--- config.mk ---
export PLATFORM = sky130hd
export DESIGN_NAME = block_chain_allocator_flat
export DESIGN_NICKNAME = d
export VERILOG_FILES = /design/src/design/bca_pkg.sv /design/src/design/bca_if.sv /design/src/design/block_chain_allocator.sv /design/src/design/bca_ram.sv /design/src/design/bca_link_tbl.sv /design/src/flat_wrapper.sv
export SDC_FILE = /design/constraint.sdc
export NUM_CORES = 1
export LEC_CHECK = 0
export BUFFER_PORTS_ARGS = -buffer_cell sky130_fd_sc_hd__buf_4
export CAP_MARGIN = 20
export CORE_ASPECT_RATIO = 0.6
export CORE_MARGIN = 2
export CORE_UTILIZATION = 55
export DETAILED_ROUTE_END_ITERATION = 12
export HOLD_SLACK_MARGIN = 0.05
export PLACE_DENSITY = 0.74
export SETUP_SLACK_MARGIN = 0.15
export SLEW_MARGIN = 15
export SYNTH_ARGS = -nofsm -noshare
export SYNTH_HDL_FRONTEND = slang
export SYNTH_SLANG_ARGS = --single-unit
--- constraint.sdc ---
create_clock -name clock -period 4.4 [get_ports clock]
set_input_delay 0.66 -clock clock [delete_from_list [all_inputs] [get_ports clock]]
set_output_delay 0.66 -clock clock [all_outputs]
set_load 0.02 [all_outputs]
--- src/design/bca_pkg.sv ---
// Shared types and constants for the block chain allocator.
// No dependencies; bca_if, bca_link_tbl and the top level refer to this package by scoped name.
`timescale 1ns / 1ps
`default_nettype none

package bca_pkg;

   localparam int ID_W       = 6;   // block index / link entry width
   localparam int LEN_W      = 15;  // request byte length
   localparam int BL_W       = 9;   // block_len register
   localparam int CNT_W      = 7;   // block and free counts
   localparam int MODE_W     = 2;
   localparam int STATUS_W   = 2;
   localparam int CSR_IDX_W  = 4;
   localparam int CSR_DATA_W = 9;

   typedef enum logic [MODE_W-1:0] {
      MODE_ALLOC = 2'd0,
      MODE_WALK  = 2'd1,
      MODE_FREE  = 2'd2,
      MODE_FIND  = 2'd3
   } mode_type;

   typedef enum logic [STATUS_W-1:0] {
      STAT_OK       = 2'd0,
      STAT_IN_USE   = 2'd1,
      STAT_OVERFLOW = 2'd2,
      STAT_NO_FREE  = 2'd3
   } status_type;

   localparam logic [CSR_IDX_W-1:0] CSR_BLOCK_LEN    = 4'd0;
   localparam logic [CSR_IDX_W-1:0] CSR_FIRST_SEARCH = 4'd1;

   localparam logic [BL_W-1:0] BLOCK_LEN_RST    = 9'd16;
   localparam logic [ID_W-1:0] FIRST_SEARCH_RST = 6'd1;

   // One access to the link table: a read and a write per cycle.
   typedef struct packed {
      logic            rd_en;
      logic [ID_W-1:0] rd_addr;
      logic            wr_en;
      logic [ID_W-1:0] wr_addr;
      logic [ID_W-1:0] wr_data;
   } tbl_req_type;

endpackage

`default_nettype wire

--- src/design/bca_if.sv ---
// Channel interfaces for the block chain allocator: request, response, register write.
// Depends on bca_pkg for field widths.
`timescale 1ns / 1ps
`default_nettype none

interface bca_req_if;
   logic                        valid;
   logic                        ready;
   logic [bca_pkg::MODE_W-1:0]  mode;
   logic [bca_pkg::ID_W-1:0]    start_block;
   logic [bca_pkg::LEN_W-1:0]   byte_length;

   modport source (output valid, mode, start_block, byte_length, input ready);
   modport sink   (input valid, mode, start_block, byte_length, output ready);
endinterface

interface bca_rsp_if;
   logic                          valid;
   logic                          ready;
   logic [bca_pkg::ID_W-1:0]      block_id;
   logic                          last;
   logic [bca_pkg::STATUS_W-1:0]  status;
   logic [bca_pkg::CNT_W-1:0]     block_count;
   logic [bca_pkg::CNT_W-1:0]     free_count;

   modport source (output valid, block_id, last, status, block_count, free_count,
                   input ready);
   modport sink   (input valid, block_id, last, status, block_count, free_count,
                   output ready);
endinterface

interface bca_csr_if;
   logic                            valid;
   logic                            ready;
   logic [bca_pkg::CSR_IDX_W-1:0]   index;
   logic [bca_pkg::CSR_DATA_W-1:0]  data;

   modport source (output valid, index, data, input ready);
   modport sink   (input valid, index, data, output ready);
endinterface

`default_nettype wire

--- src/design/block_chain_allocator.sv ---
// Block chain allocator top level: request sequencer, result buffer, output register.
// Depends on bca_pkg, bca_if, bca_ram and bca_link_tbl.
//
//   channel    dir   handshake        payload
//   req_chan   in    valid / ready    mode, start_block, byte_length
//   rsp_chan   out   valid / ready    block_id, last, status, block_count, free_count
//   csr_chan   in    valid / ready    index, data (always ready)
//
// The table is visited one entry at a time: walk and free follow the chain links,
// alloc claims free blocks and skips used entries, find_free scans upward from
// first_search_id. Chain results are buffered, then streamed at one per cycle while
// rsp_chan is ready, so every result carries the final free count.
// req_ready is high only between requests.
// Reset frees every block at once (one valid bit per block), no clearing pass.
// A stalled response holds the sequencer; the next request is taken while the final
// result of the previous one still waits in the output register.
`timescale 1ns / 1ps
`default_nettype none

module block_chain_allocator #(
   parameter int NUM_BLOCKS = 64
) (
   input wire logic  clock,
   input wire logic  reset,
   bca_req_if.sink   req_chan,
   bca_rsp_if.source rsp_chan,
   bca_csr_if.sink   csr_chan
);

   localparam int AW    = $clog2(NUM_BLOCKS);
   localparam int ID_W  = bca_pkg::ID_W;
   localparam int CNT_W = bca_pkg::CNT_W;
   localparam int LEN_W = bca_pkg::LEN_W;
   localparam int BL_W  = bca_pkg::BL_W;
   localparam logic [CNT_W-1:0] NB_CNT  = CNT_W'(NUM_BLOCKS);
   localparam logic [AW-1:0]    LAST_ID = AW'(NUM_BLOCKS - 1);

   typedef enum logic [2:0] {
      S_IDLE,
      S_ALLOC_CHK,
      S_CLAIM,
      S_SCAN,
      S_WALK,
      S_FIND,
      S_SINGLE,
      S_EMIT
   } state_type;

   state_type               state_ff, state_in;
   bca_pkg::mode_type       mode_ff, mode_in;
   bca_pkg::status_type     one_status_ff, one_status_in;
   bca_pkg::status_type     fin_status_ff, fin_status_in;
   logic [AW-1:0]           cur_ff, cur_in;
   logic [AW-1:0]           scan_ff, scan_in;
   logic [LEN_W-1:0]        rem_ff, rem_in;
   logic [CNT_W-1:0]        n_ff, n_in;
   logic [CNT_W-1:0]        free_ff, free_in;
   logic [BL_W-1:0]         blen_ff, blen_in;
   logic [ID_W-1:0]         fsid_ff, fsid_in;
   logic [ID_W-1:0]         one_id_ff, one_id_in;
   logic [CNT_W-1:0]        issue_ff, issue_in;
   logic                    hold_ff, hold_in;
   logic [CNT_W-1:0]        hold_idx_ff, hold_idx_in;

   logic                    rsp_valid_ff, rsp_valid_in;
   logic [ID_W-1:0]         rsp_id_ff, rsp_id_in;
   logic                    rsp_last_ff, rsp_last_in;
   bca_pkg::status_type     rsp_status_ff, rsp_status_in;
   logic [CNT_W-1:0]        rsp_count_ff, rsp_count_in;
   logic [CNT_W-1:0]        rsp_free_ff, rsp_free_in;

   bca_pkg::tbl_req_type    tbl_req;
   logic [ID_W-1:0]         entry;
   logic                    buf_we;
   logic [AW-1:0]           buf_wa;
   logic [ID_W-1:0]         buf_wd;
   logic                    buf_re;
   logic [AW-1:0]           buf_ra;
   logic [ID_W-1:0]         buf_q;

   logic                    slot_free;
   logic [BL_W-1:0]         bl_eff;
   logic [AW-1:0]           cur_inc;
   logic [AW-1:0]           scan_inc;
   logic [CNT_W-1:0]        n_inc;
   logic [CNT_W-1:0]        hold_cnt;
   logic [CNT_W:0]          free_sum;
   logic                    walk_end;
   logic                    hold_last;

   bca_link_tbl #(
      .NUM_BLOCKS (NUM_BLOCKS)
   ) u_link_tbl (
      .clock (clock),
      .reset (reset),
      .req   (tbl_req),
      .entry (entry)
   );

   // chain block ids of the current request, replayed once its free count is final
   bca_ram #(
      .WIDTH (ID_W),
      .DEPTH (NUM_BLOCKS)
   ) u_result_buf (
      .clock   (clock),
      .wr_en   (buf_we),
      .wr_addr (buf_wa),
      .wr_data (buf_wd),
      .rd_en   (buf_re),
      .rd_addr (buf_ra),
      .rd_data (buf_q)
   );

   assign slot_free = !rsp_valid_ff || rsp_chan.ready;
   assign bl_eff    = (blen_ff == '0) ? BL_W'(1) : blen_ff;
   assign cur_inc   = cur_ff + 1'b1;
   assign scan_inc  = scan_ff + 1'b1;
   assign n_inc     = n_ff + 1'b1;
   assign hold_cnt  = hold_idx_ff + 1'b1;
   assign hold_last = (hold_cnt == n_ff);
   assign free_sum  = {1'b0, free_ff} + {1'b0, n_inc};
   assign walk_end  = (entry == ID_W'(cur_ff)) || (CNT_W'(entry) >= NB_CNT)
                      || (n_inc >= NB_CNT);

   always_comb begin
      state_in      = state_ff;
      mode_in       = mode_ff;
      one_status_in = one_status_ff;
      fin_status_in = fin_status_ff;
      cur_in        = cur_ff;
      scan_in       = scan_ff;
      rem_in        = rem_ff;
      n_in          = n_ff;
      free_in       = free_ff;
      blen_in       = blen_ff;
      fsid_in       = fsid_ff;
      one_id_in     = one_id_ff;
      issue_in      = issue_ff;
      hold_in       = hold_ff;
      hold_idx_in   = hold_idx_ff;
      rsp_valid_in  = rsp_valid_ff;
      rsp_id_in     = rsp_id_ff;
      rsp_last_in   = rsp_last_ff;
      rsp_status_in = rsp_status_ff;
      rsp_count_in  = rsp_count_ff;
      rsp_free_in   = rsp_free_ff;
      tbl_req       = '0;
      buf_we        = 1'b0;
      buf_wa        = n_ff[AW-1:0];
      buf_wd        = ID_W'(cur_ff);
      buf_re        = 1'b0;
      buf_ra        = issue_ff[AW-1:0];

      if (csr_chan.valid) begin
         unique case (csr_chan.index)
            bca_pkg::CSR_BLOCK_LEN:    blen_in = csr_chan.data[BL_W-1:0];
            bca_pkg::CSR_FIRST_SEARCH: fsid_in = csr_chan.data[ID_W-1:0];
            default: ;
         endcase
      end

      if (rsp_chan.ready) begin
         rsp_valid_in = 1'b0;
      end

      unique case (state_ff)
         S_IDLE: begin
            if (req_chan.valid) begin
               mode_in = bca_pkg::mode_type'(req_chan.mode);
               rem_in  = req_chan.byte_length;
               n_in    = '0;
               cur_in  = req_chan.start_block[AW-1:0];
               one_id_in     = '0;
               one_status_in = bca_pkg::STAT_OK;
               unique case (bca_pkg::mode_type'(req_chan.mode))
                  bca_pkg::MODE_ALLOC: begin
                     if (req_chan.byte_length == '0) begin
                        state_in = S_SINGLE;
                     end else if (CNT_W'(req_chan.start_block) >= NB_CNT) begin
                        one_status_in = bca_pkg::STAT_OVERFLOW;
                        state_in      = S_SINGLE;
                     end else begin
                        tbl_req.rd_en   = 1'b1;
                        tbl_req.rd_addr = req_chan.start_block;
                        state_in        = S_ALLOC_CHK;
                     end
                  end
                  bca_pkg::MODE_WALK, bca_pkg::MODE_FREE: begin
                     if (CNT_W'(req_chan.start_block) >= NB_CNT) begin
                        state_in = S_SINGLE;
                     end else begin
                        tbl_req.rd_en   = 1'b1;
                        tbl_req.rd_addr = req_chan.start_block;
                        state_in        = S_WALK;
                     end
                  end
                  bca_pkg::MODE_FIND: begin
                     if (free_ff == '0 || CNT_W'(fsid_ff) >= NB_CNT) begin
                        one_status_in = bca_pkg::STAT_NO_FREE;
                        state_in      = S_SINGLE;
                     end else begin
                        tbl_req.rd_en   = 1'b1;
                        tbl_req.rd_addr = fsid_ff;
                        scan_in         = fsid_ff[AW-1:0];
                        state_in        = S_FIND;
                     end
                  end
               endcase
            end
         end

         S_ALLOC_CHK: begin
            if (entry != '0) begin
               one_id_in     = ID_W'(cur_ff);
               one_status_in = bca_pkg::STAT_IN_USE;
               state_in      = S_SINGLE;
            end else begin
               state_in = S_CLAIM;
            end
         end

         S_CLAIM: begin
            n_in    = n_inc;
            free_in = (free_ff == '0) ? '0 : free_ff - 1'b1;
            buf_we  = 1'b1;
            if (rem_ff <= LEN_W'(bl_eff)) begin
               tbl_req.wr_en   = 1'b1;
               tbl_req.wr_addr = ID_W'(cur_ff);
               tbl_req.wr_data = ID_W'(cur_ff);
               fin_status_in   = bca_pkg::STAT_OK;
               issue_in        = '0;
               hold_in         = 1'b0;
               state_in        = S_EMIT;
            end else begin
               rem_in = rem_ff - LEN_W'(bl_eff);
               if (cur_ff == LAST_ID) begin
                  tbl_req.wr_en   = 1'b1;
                  tbl_req.wr_addr = ID_W'(cur_ff);
                  tbl_req.wr_data = ID_W'(cur_ff);
                  fin_status_in   = bca_pkg::STAT_OVERFLOW;
                  issue_in        = '0;
                  hold_in         = 1'b0;
                  state_in        = S_EMIT;
               end else begin
                  tbl_req.rd_en   = 1'b1;
                  tbl_req.rd_addr = ID_W'(cur_inc);
                  scan_in         = cur_inc;
                  state_in        = S_SCAN;
               end
            end
         end

         S_SCAN: begin
            if (entry == '0) begin
               // link the current block to the free one, then claim it
               tbl_req.wr_en   = 1'b1;
               tbl_req.wr_addr = ID_W'(cur_ff);
               tbl_req.wr_data = ID_W'(scan_ff);
               cur_in          = scan_ff;
               state_in        = S_CLAIM;
            end else if (scan_ff == LAST_ID) begin
               tbl_req.wr_en   = 1'b1;
               tbl_req.wr_addr = ID_W'(cur_ff);
               tbl_req.wr_data = ID_W'(cur_ff);
               fin_status_in   = bca_pkg::STAT_OVERFLOW;
               issue_in        = '0;
               hold_in         = 1'b0;
               state_in        = S_EMIT;
            end else begin
               tbl_req.rd_en   = 1'b1;
               tbl_req.rd_addr = ID_W'(scan_inc);
               scan_in         = scan_inc;
            end
         end

         S_WALK: begin
            if (n_ff == '0 && entry == '0) begin
               state_in = S_SINGLE;
            end else begin
               n_in   = n_inc;
               buf_we = 1'b1;
               if (mode_ff == bca_pkg::MODE_FREE) begin
                  tbl_req.wr_en   = 1'b1;
                  tbl_req.wr_addr = ID_W'(cur_ff);
                  tbl_req.wr_data = '0;
               end
               if (walk_end) begin
                  if (mode_ff == bca_pkg::MODE_FREE) begin
                     free_in = (free_sum > {1'b0, NB_CNT}) ? NB_CNT : free_sum[CNT_W-1:0];
                  end
                  fin_status_in = bca_pkg::STAT_OK;
                  issue_in      = '0;
                  hold_in       = 1'b0;
                  state_in      = S_EMIT;
               end else begin
                  // next link differs from the current block
                  tbl_req.rd_en   = 1'b1;
                  tbl_req.rd_addr = entry;
                  cur_in          = entry[AW-1:0];
               end
            end
         end

         S_FIND: begin
            if (entry == '0) begin
               one_id_in = ID_W'(scan_ff);
               state_in  = S_SINGLE;
            end else if (scan_ff == LAST_ID) begin
               one_status_in = bca_pkg::STAT_NO_FREE;
               state_in      = S_SINGLE;
            end else begin
               tbl_req.rd_en   = 1'b1;
               tbl_req.rd_addr = ID_W'(scan_inc);
               scan_in         = scan_inc;
            end
         end

         S_SINGLE: begin
            if (slot_free) begin
               rsp_valid_in  = 1'b1;
               rsp_id_in     = one_id_ff;
               rsp_last_in   = 1'b1;
               rsp_status_in = one_status_ff;
               rsp_count_in  = '0;
               rsp_free_in   = free_ff;
               state_in      = S_IDLE;
            end
         end

         S_EMIT: begin
            if (hold_ff && slot_free) begin
               rsp_valid_in  = 1'b1;
               rsp_id_in     = buf_q;
               rsp_last_in   = hold_last;
               rsp_status_in = hold_last ? fin_status_ff : bca_pkg::STAT_OK;
               rsp_count_in  = hold_cnt;
               rsp_free_in   = free_ff;
               hold_in       = 1'b0;
               if (hold_last) begin
                  state_in = S_IDLE;
               end
            end
            // prefetch the next buffered id when none is held or the held one drains this cycle
            if (issue_ff < n_ff && (!hold_ff || slot_free)) begin
               buf_re      = 1'b1;
               hold_in     = 1'b1;
               hold_idx_in = issue_ff;
               issue_in    = issue_ff + 1'b1;
            end
         end
      endcase
   end

   always_ff @(posedge clock) begin
      if (reset) begin
         state_ff     <= S_IDLE;
         rsp_valid_ff <= 1'b0;
         free_ff      <= NB_CNT;
         blen_ff      <= bca_pkg::BLOCK_LEN_RST;
         fsid_ff      <= bca_pkg::FIRST_SEARCH_RST;
         hold_ff      <= 1'b0;
         n_ff         <= '0;
      end else begin
         state_ff     <= state_in;
         rsp_valid_ff <= rsp_valid_in;
         free_ff      <= free_in;
         blen_ff      <= blen_in;
         fsid_ff      <= fsid_in;
         hold_ff      <= hold_in;
         n_ff         <= n_in;
      end
      mode_ff       <= mode_in;
      one_status_ff <= one_status_in;
      fin_status_ff <= fin_status_in;
      cur_ff        <= cur_in;
      scan_ff       <= scan_in;
      rem_ff        <= rem_in;
      one_id_ff     <= one_id_in;
      issue_ff      <= issue_in;
      hold_idx_ff   <= hold_idx_in;
      rsp_id_ff     <= rsp_id_in;
      rsp_last_ff   <= rsp_last_in;
      rsp_status_ff <= rsp_status_in;
      rsp_count_ff  <= rsp_count_in;
      rsp_free_ff   <= rsp_free_in;
   end

   assign req_chan.ready       = (state_ff == S_IDLE);
   assign csr_chan.ready       = 1'b1;
   assign rsp_chan.valid       = rsp_valid_ff;
   assign rsp_chan.block_id    = rsp_id_ff;
   assign rsp_chan.last        = rsp_last_ff;
   assign rsp_chan.status      = rsp_status_ff;
   assign rsp_chan.block_count = rsp_count_ff;
   assign rsp_chan.free_count  = rsp_free_ff;

   a_free_bound: assert property (@(posedge clock) disable iff (reset)
      free_ff <= NB_CNT)
      else $error("free count above pool size");

   a_chain_len: assert property (@(posedge clock) disable iff (reset)
      n_ff <= NB_CNT)
      else $error("chain length above pool size");

   a_mid_result: assert property (@(posedge clock) disable iff (reset)
      (rsp_valid_ff && !rsp_last_ff) |->
         (rsp_status_ff == bca_pkg::STAT_OK && rsp_count_ff != '0))
      else $error("non-final result with error status or zero count");

   a_hold_idx: assert property (@(posedge clock) disable iff (reset)
      (state_ff == S_EMIT && hold_ff) |-> (hold_idx_ff < n_ff))
      else $error("replay index past chain length");

   a_walk_free: assert property (@(posedge clock) disable iff (reset)
      (state_ff == S_WALK && mode_ff == bca_pkg::MODE_WALK) |=> $stable(free_ff))
      else $error("walk changed the free count");

endmodule

`default_nettype wire

--- src/design/bca_ram.sv ---
// Generic single-write, single-read RAM with registered read data.
// No dependencies.
`timescale 1ns / 1ps
`default_nettype none

module bca_ram #(
   parameter int WIDTH = 6,
   parameter int DEPTH = 64
) (
   input  wire logic                     clock,
   input  wire logic                     wr_en,
   input  wire logic [$clog2(DEPTH)-1:0] wr_addr,
   input  wire logic [WIDTH-1:0]         wr_data,
   input  wire logic                     rd_en,
   input  wire logic [$clog2(DEPTH)-1:0] rd_addr,
   output logic      [WIDTH-1:0]         rd_data
);

   logic [WIDTH-1:0] mem_ff [DEPTH];
   logic [WIDTH-1:0] rd_data_ff;

   always_ff @(posedge clock) begin
      if (wr_en) begin
         mem_ff[wr_addr] <= wr_data;
      end
      // read data holds while no read is issued
      if (rd_en) begin
         rd_data_ff <= mem_ff[rd_addr];
      end
   end

   assign rd_data = rd_data_ff;

endmodule

`default_nettype wire

--- src/design/bca_link_tbl.sv ---
// Link table: RAM of chain links plus one valid bit per block so reset frees all at once.
// Depends on bca_pkg and bca_ram.
`timescale 1ns / 1ps
`default_nettype none

module bca_link_tbl #(
   parameter int NUM_BLOCKS = 64
) (
   input  wire logic                       clock,
   input  wire logic                       reset,
   input  wire bca_pkg::tbl_req_type       req,
   output logic      [bca_pkg::ID_W-1:0]   entry
);

   localparam int AW = $clog2(NUM_BLOCKS);

   logic [NUM_BLOCKS-1:0]      vld_ff;
   logic                       vld_rd_ff;
   logic [bca_pkg::ID_W-1:0]   ram_q;

   bca_ram #(
      .WIDTH (bca_pkg::ID_W),
      .DEPTH (NUM_BLOCKS)
   ) u_ram (
      .clock   (clock),
      .wr_en   (req.wr_en),
      .wr_addr (req.wr_addr[AW-1:0]),
      .wr_data (req.wr_data),
      .rd_en   (req.rd_en),
      .rd_addr (req.rd_addr[AW-1:0]),
      .rd_data (ram_q)
   );

   always_ff @(posedge clock) begin
      if (reset) begin
         vld_ff    <= '0;
         vld_rd_ff <= 1'b0;
      end else begin
         if (req.wr_en) begin
            vld_ff[req.wr_addr[AW-1:0]] <= 1'b1;
         end
         if (req.rd_en) begin
            vld_rd_ff <= vld_ff[req.rd_addr[AW-1:0]];
         end
      end
   end

   // never-written entries read as free
   assign entry = vld_rd_ff ? ram_q : '0;

endmodule

`default_nettype wire

--- src/flat_wrapper.sv ---
// flat-port wrapper written by rule: the top's interface ports become plain ports
module block_chain_allocator_flat 
#(
   parameter int NUM_BLOCKS = 64
)
  (clock, reset, req_chan_valid, req_chan_mode, req_chan_start_block, req_chan_byte_length, req_chan_ready, rsp_chan_valid, rsp_chan_block_id, rsp_chan_last, rsp_chan_status, rsp_chan_block_count, rsp_chan_free_count, rsp_chan_ready, csr_chan_valid, csr_chan_index, csr_chan_data, csr_chan_ready);
  bca_req_if req_chan_i ();
  bca_rsp_if rsp_chan_i ();
  bca_csr_if csr_chan_i ();
  input wire logic clock;
  input wire logic reset;
  input wire logic [$bits(req_chan_i.valid)-1:0] req_chan_valid;
  input wire logic [$bits(req_chan_i.mode)-1:0] req_chan_mode;
  input wire logic [$bits(req_chan_i.start_block)-1:0] req_chan_start_block;
  input wire logic [$bits(req_chan_i.byte_length)-1:0] req_chan_byte_length;
  output wire logic [$bits(req_chan_i.ready)-1:0] req_chan_ready;
  output wire logic [$bits(rsp_chan_i.valid)-1:0] rsp_chan_valid;
  output wire logic [$bits(rsp_chan_i.block_id)-1:0] rsp_chan_block_id;
  output wire logic [$bits(rsp_chan_i.last)-1:0] rsp_chan_last;
  output wire logic [$bits(rsp_chan_i.status)-1:0] rsp_chan_status;
  output wire logic [$bits(rsp_chan_i.block_count)-1:0] rsp_chan_block_count;
  output wire logic [$bits(rsp_chan_i.free_count)-1:0] rsp_chan_free_count;
  input wire logic [$bits(rsp_chan_i.ready)-1:0] rsp_chan_ready;
  input wire logic [$bits(csr_chan_i.valid)-1:0] csr_chan_valid;
  input wire logic [$bits(csr_chan_i.index)-1:0] csr_chan_index;
  input wire logic [$bits(csr_chan_i.data)-1:0] csr_chan_data;
  output wire logic [$bits(csr_chan_i.ready)-1:0] csr_chan_ready;
  assign req_chan_i.valid = req_chan_valid;
  assign req_chan_i.mode = req_chan_mode;
  assign req_chan_i.start_block = req_chan_start_block;
  assign req_chan_i.byte_length = req_chan_byte_length;
  assign req_chan_ready = req_chan_i.ready;
  assign rsp_chan_valid = rsp_chan_i.valid;
  assign rsp_chan_block_id = rsp_chan_i.block_id;
  assign rsp_chan_last = rsp_chan_i.last;
  assign rsp_chan_status = rsp_chan_i.status;
  assign rsp_chan_block_count = rsp_chan_i.block_count;
  assign rsp_chan_free_count = rsp_chan_i.free_count;
  assign rsp_chan_i.ready = rsp_chan_ready;
  assign csr_chan_i.valid = csr_chan_valid;
  assign csr_chan_i.index = csr_chan_index;
  assign csr_chan_i.data = csr_chan_data;
  assign csr_chan_ready = csr_chan_i.ready;
  block_chain_allocator #(.NUM_BLOCKS(NUM_BLOCKS)) u_core (.clock(clock), .reset(reset), .req_chan(req_chan_i), .rsp_chan(rsp_chan_i), .csr_chan(csr_chan_i));
endmodule
==> run metrics <==
status=finished, final reports clean; Sink Count=954; Post-synth EDFFs=855; Reg area=27700 µm²; RSZ-0062 raised after global routing=true; CTS H-Tree Depth=3; max incr delay on CP=0.58 ns; Slew Limit Headroom=0.237; Leakage=15.4 nW; largest net degree at the start of global routing=80; post-route core utilization=0.643; CTS tree=yes; Mapped Avg Cell Area=14.4 µm²; ys async rst share=0; Final nets=3073; DIE AREA=75200 µm²; fraction of layout cells with a size suffix above 1=0.210; Syn Nets=2865; WL per Instance=27.0 µm; Core Area=72000 µm²; worst reg2reg startpoint=u_core.blen_ff[8]; Routed WL=109 mm; HPWL Detailed=69.2 mm; top post-synthesis cells by area=edfxtp_1, mux4_2, dfxtp_1; MaxCap Viol Count=0; CP arrival=4.63 ns; Final Hold Vio Count=0; Worst Hold Launch=req_chan_mode[0]; type of the worst min-delay path=in -> reg; Avg Vias per Cell=6.42; Distinct cells, synth=77; Setup Skew=0.0346 ns; final setup violation count=0; CTS max path bufs=3; Synth top area share=0.640; # port buffers=65; first-pass GRT wire length=158 mm; Yosys reg bits=954; Die Wd=353 µm; Worst-Margin Slew=1.14 ns; Tot GR Track Use=0.283; clock slew at reported path FFs=0.07 ns; Multi-input gate area=12100 µm²; Reg2Reg Setup Slack=0.17 ns; hold_buf cts=0; Mapped Cells=2791; Remaining Overflow, GRT=0; P&R area growth vs syn=15.3%; GP Congestion=0.953; vias in the first global route=24449; Post-Syn Area=40100 µm²; # rows=76; final cycle utilization of the critical path=0.961; worst hold path depth=1; vias=25993; io pins=67; DRC viols=0; RR Endpoint=u_core.u_link_tbl.u_ram.rd_data[4]; Worst Setup Start Kind=register; critical path class=reg -> reg; proportion of synthesized chip area in sequential cells=0.689; peak supply drop=0.000386 V; Power Density=621 nW/µm²; router iterations before antenna repair=6; Final ANT Viol Nets=0; post-place setup slack=-0.187 ns; hold_ws=0.230 ns; Crit path max-delay family=compound AO/OA/AOI/OAI gates; initial drt markers=4490; CP Cell Sequence=inv_1 -> ha_1 -> or3b_1 -> or4_4 -> nand3_1 -> nand3_4 -> a211o_4 -> buf_16 -> a211oi_2 -> a31oi_1 -> a221oi_2 -> o22ai_2 -> a221o_1; FILL cells=5001; Chip Height=213 µm; post-synth top area cell=edfxtp_1; WHS Endpoint=u_core.mode_ff[0]; minimum clock period=4.23 ns; crit path max fanout=10; worst reg2reg path depth=13; clock tree root buffer cell=clkbuf_16; Initial Util=0.557; Most used DFF post-synth=edfxtp_1; Ys Warns=0; CP max stage cell=or4_4; Worst-Skew Late Latency=0.67 ns; initial antenna violation count=9; fin worst setup slack=0.173 ns; max-slew violations=0; Critical Path RT=4.80 ns; Crit path buffers/inverters=2; highest clock rate=237 MHz; CP endpoint kind=register; Num CTS Buffers=83
-- stage by stage --
stage | area (µm²) | std cells | total power [mW] | TNS, ns
global route | 46300 | 4043 | 29.6 | 0
CTS | 45700 | 4030 | 27.7 | 0
floorplan | 40100 | 2791 | 17.0 | -24.92
global placement | 42900 | 3875 | 20.1 | -0.576
detailed placement | 42900 | 3875 | 20.4 | -0.663
finish | 46300 | 4046 | 28.7 | 0
-- placed cells by master, fill, tap and decap left out, types with 31 or more instances in the layout --
cell       netlist  final
edfxtp_1       855    855
nor2_1         363    361
nand2_1        297    297
buf_4            3    251
mux4_2         128    128
dfxtp_1         99     96
clkbuf_16        0     89
nand3_1         73     71
and2_1          66     66
mux2i_1         60     60
o21ai_0         58     56
a31oi_1         56     51
a21oi_1         47     46
a211oi_1        67     46
o21a_1          36     36
inv_1           31     31
ha_1            31     31
-- flip-flops by register name, summed over array words and instances, names as in the netlist, 7 cells and up --
| register | flops |
|---|---|
| u_core.blen_ff | 9 |
| u_core.free_ff | 7 |
| u_core.hold_idx_ff | 7 |
| u_core.issue_ff | 7 |
| u_core.n_ff | 7 |
| u_core.rem_ff | 15 |
| u_core.rsp_chan.block_count | 7 |
| u_core.rsp_chan.free_count | 7 |
| u_core.u_link_tbl.u_ram.mem_ff | 384 |
| u_core.u_link_tbl.vld_ff | 64 |
| u_core.u_result_buf.mem_ff | 384 |
-- cell families (layout without fill, tap and decap cells) --
logic type,after synthesis,count (layout),share of synthesized area
fa+ha+maj,33,33,0.0107
other cells,1,4,0.0000935
xor+xnor,51,51,0.0111
simple gates,941,941,0.104
compound gates,413,414,0.0714
mux,204,204,0.0914
buf+inv,194,470,0.0220
flops,954,954,0.689
-- synthesized netlist by cell type, drive strengths merged, types with 4 or more instances --
cell and instances:
a211o 4, a211oi 68, a21o 6, a21oi 48, a221o 19, a221oi 13, a22o 8, a22oi 20
a31oi 56, and2 71, and3 27, buf 70, clkbuf 90, dfxtp 99, edfxtp 855, ha 31
inv 31, mux2 16, mux2i 60, mux4 128, nand2 297, nand2b 25, nand3 73, nand4 5
nor2 371, nor2b 14, nor3 21, nor4 12, o211ai 8, o21a 36, o21ai 66, o21bai 4
o22ai 24, o32ai 12, or3 5, or4 5, xnor2 28, xor2 23
-- metal layers --
metal	global-route usage	up-vias	routed length, µm
met5	0	-	91
met4	0.0617	12	2010
met3	0.0930	181	16400
met2	0.385	1862	44900
met1	0.442	12917	45800
li1	-	11021	-
-- worst max-delay path by stage --
stage,slack (ns),depth (start not counted),from,to
final,0.17,13,u_core.blen_ff[8],u_core.u_link_tbl.u_ram.rd_data[4]
after global routing,0.11,14,u_core.blen_ff[8],u_core.u_link_tbl.u_ram.rd_data[4]
after CTS,0.11,14,u_core.blen_ff[1],u_core.u_link_tbl.u_ram.rd_data[1]
after detailed placement,-0.19,14,req_chan_byte_length[6],u_core.u_link_tbl.u_ram.rd_data[2]
after global placement,-0.19,13,req_chan_byte_length[6],u_core.u_link_tbl.u_ram.rd_data[2]
after floorplan,-0.14,6,u_core.buf_wd[2],u_core.u_link_tbl.u_ram.mem_ff[0][5]
-- cell type report --
class | instances | area share
Timing Repair Buffer | 282 | 0.0540
Tap cell | 975 | 0.0264
Multi-Input combinational cell | 1644 | 0.261
Clock buffer | 95 | 0.0463
Inverter | 34 | 0.00276
Clock inverter | 59 | 0.0117
Sequential cell | 954 | 0.598
Antenna cell | 3 | 0.000162
-- where the power goes --
group | total [mW] | switching (mW) | leakage [nW] | internal, mW
sequential | 11.4 | 0.428 | 8.34 | 10.9
combinational | 9.98 | 6.32 | 5.81 | 3.67
clock | 7.36 | 3.36 | 1.29 | 4.00
-- repair_timing --
action | 4_1_cts | 5_1_grt
cloned | 0 | 7
pin swaps | 1 | 16
setup endpoints to repair | 6 | 14
buffers inserted | 1 | 6
gates resized for setup | 10 | 68
No activity file was read; power rests on OpenSTA's default activity.
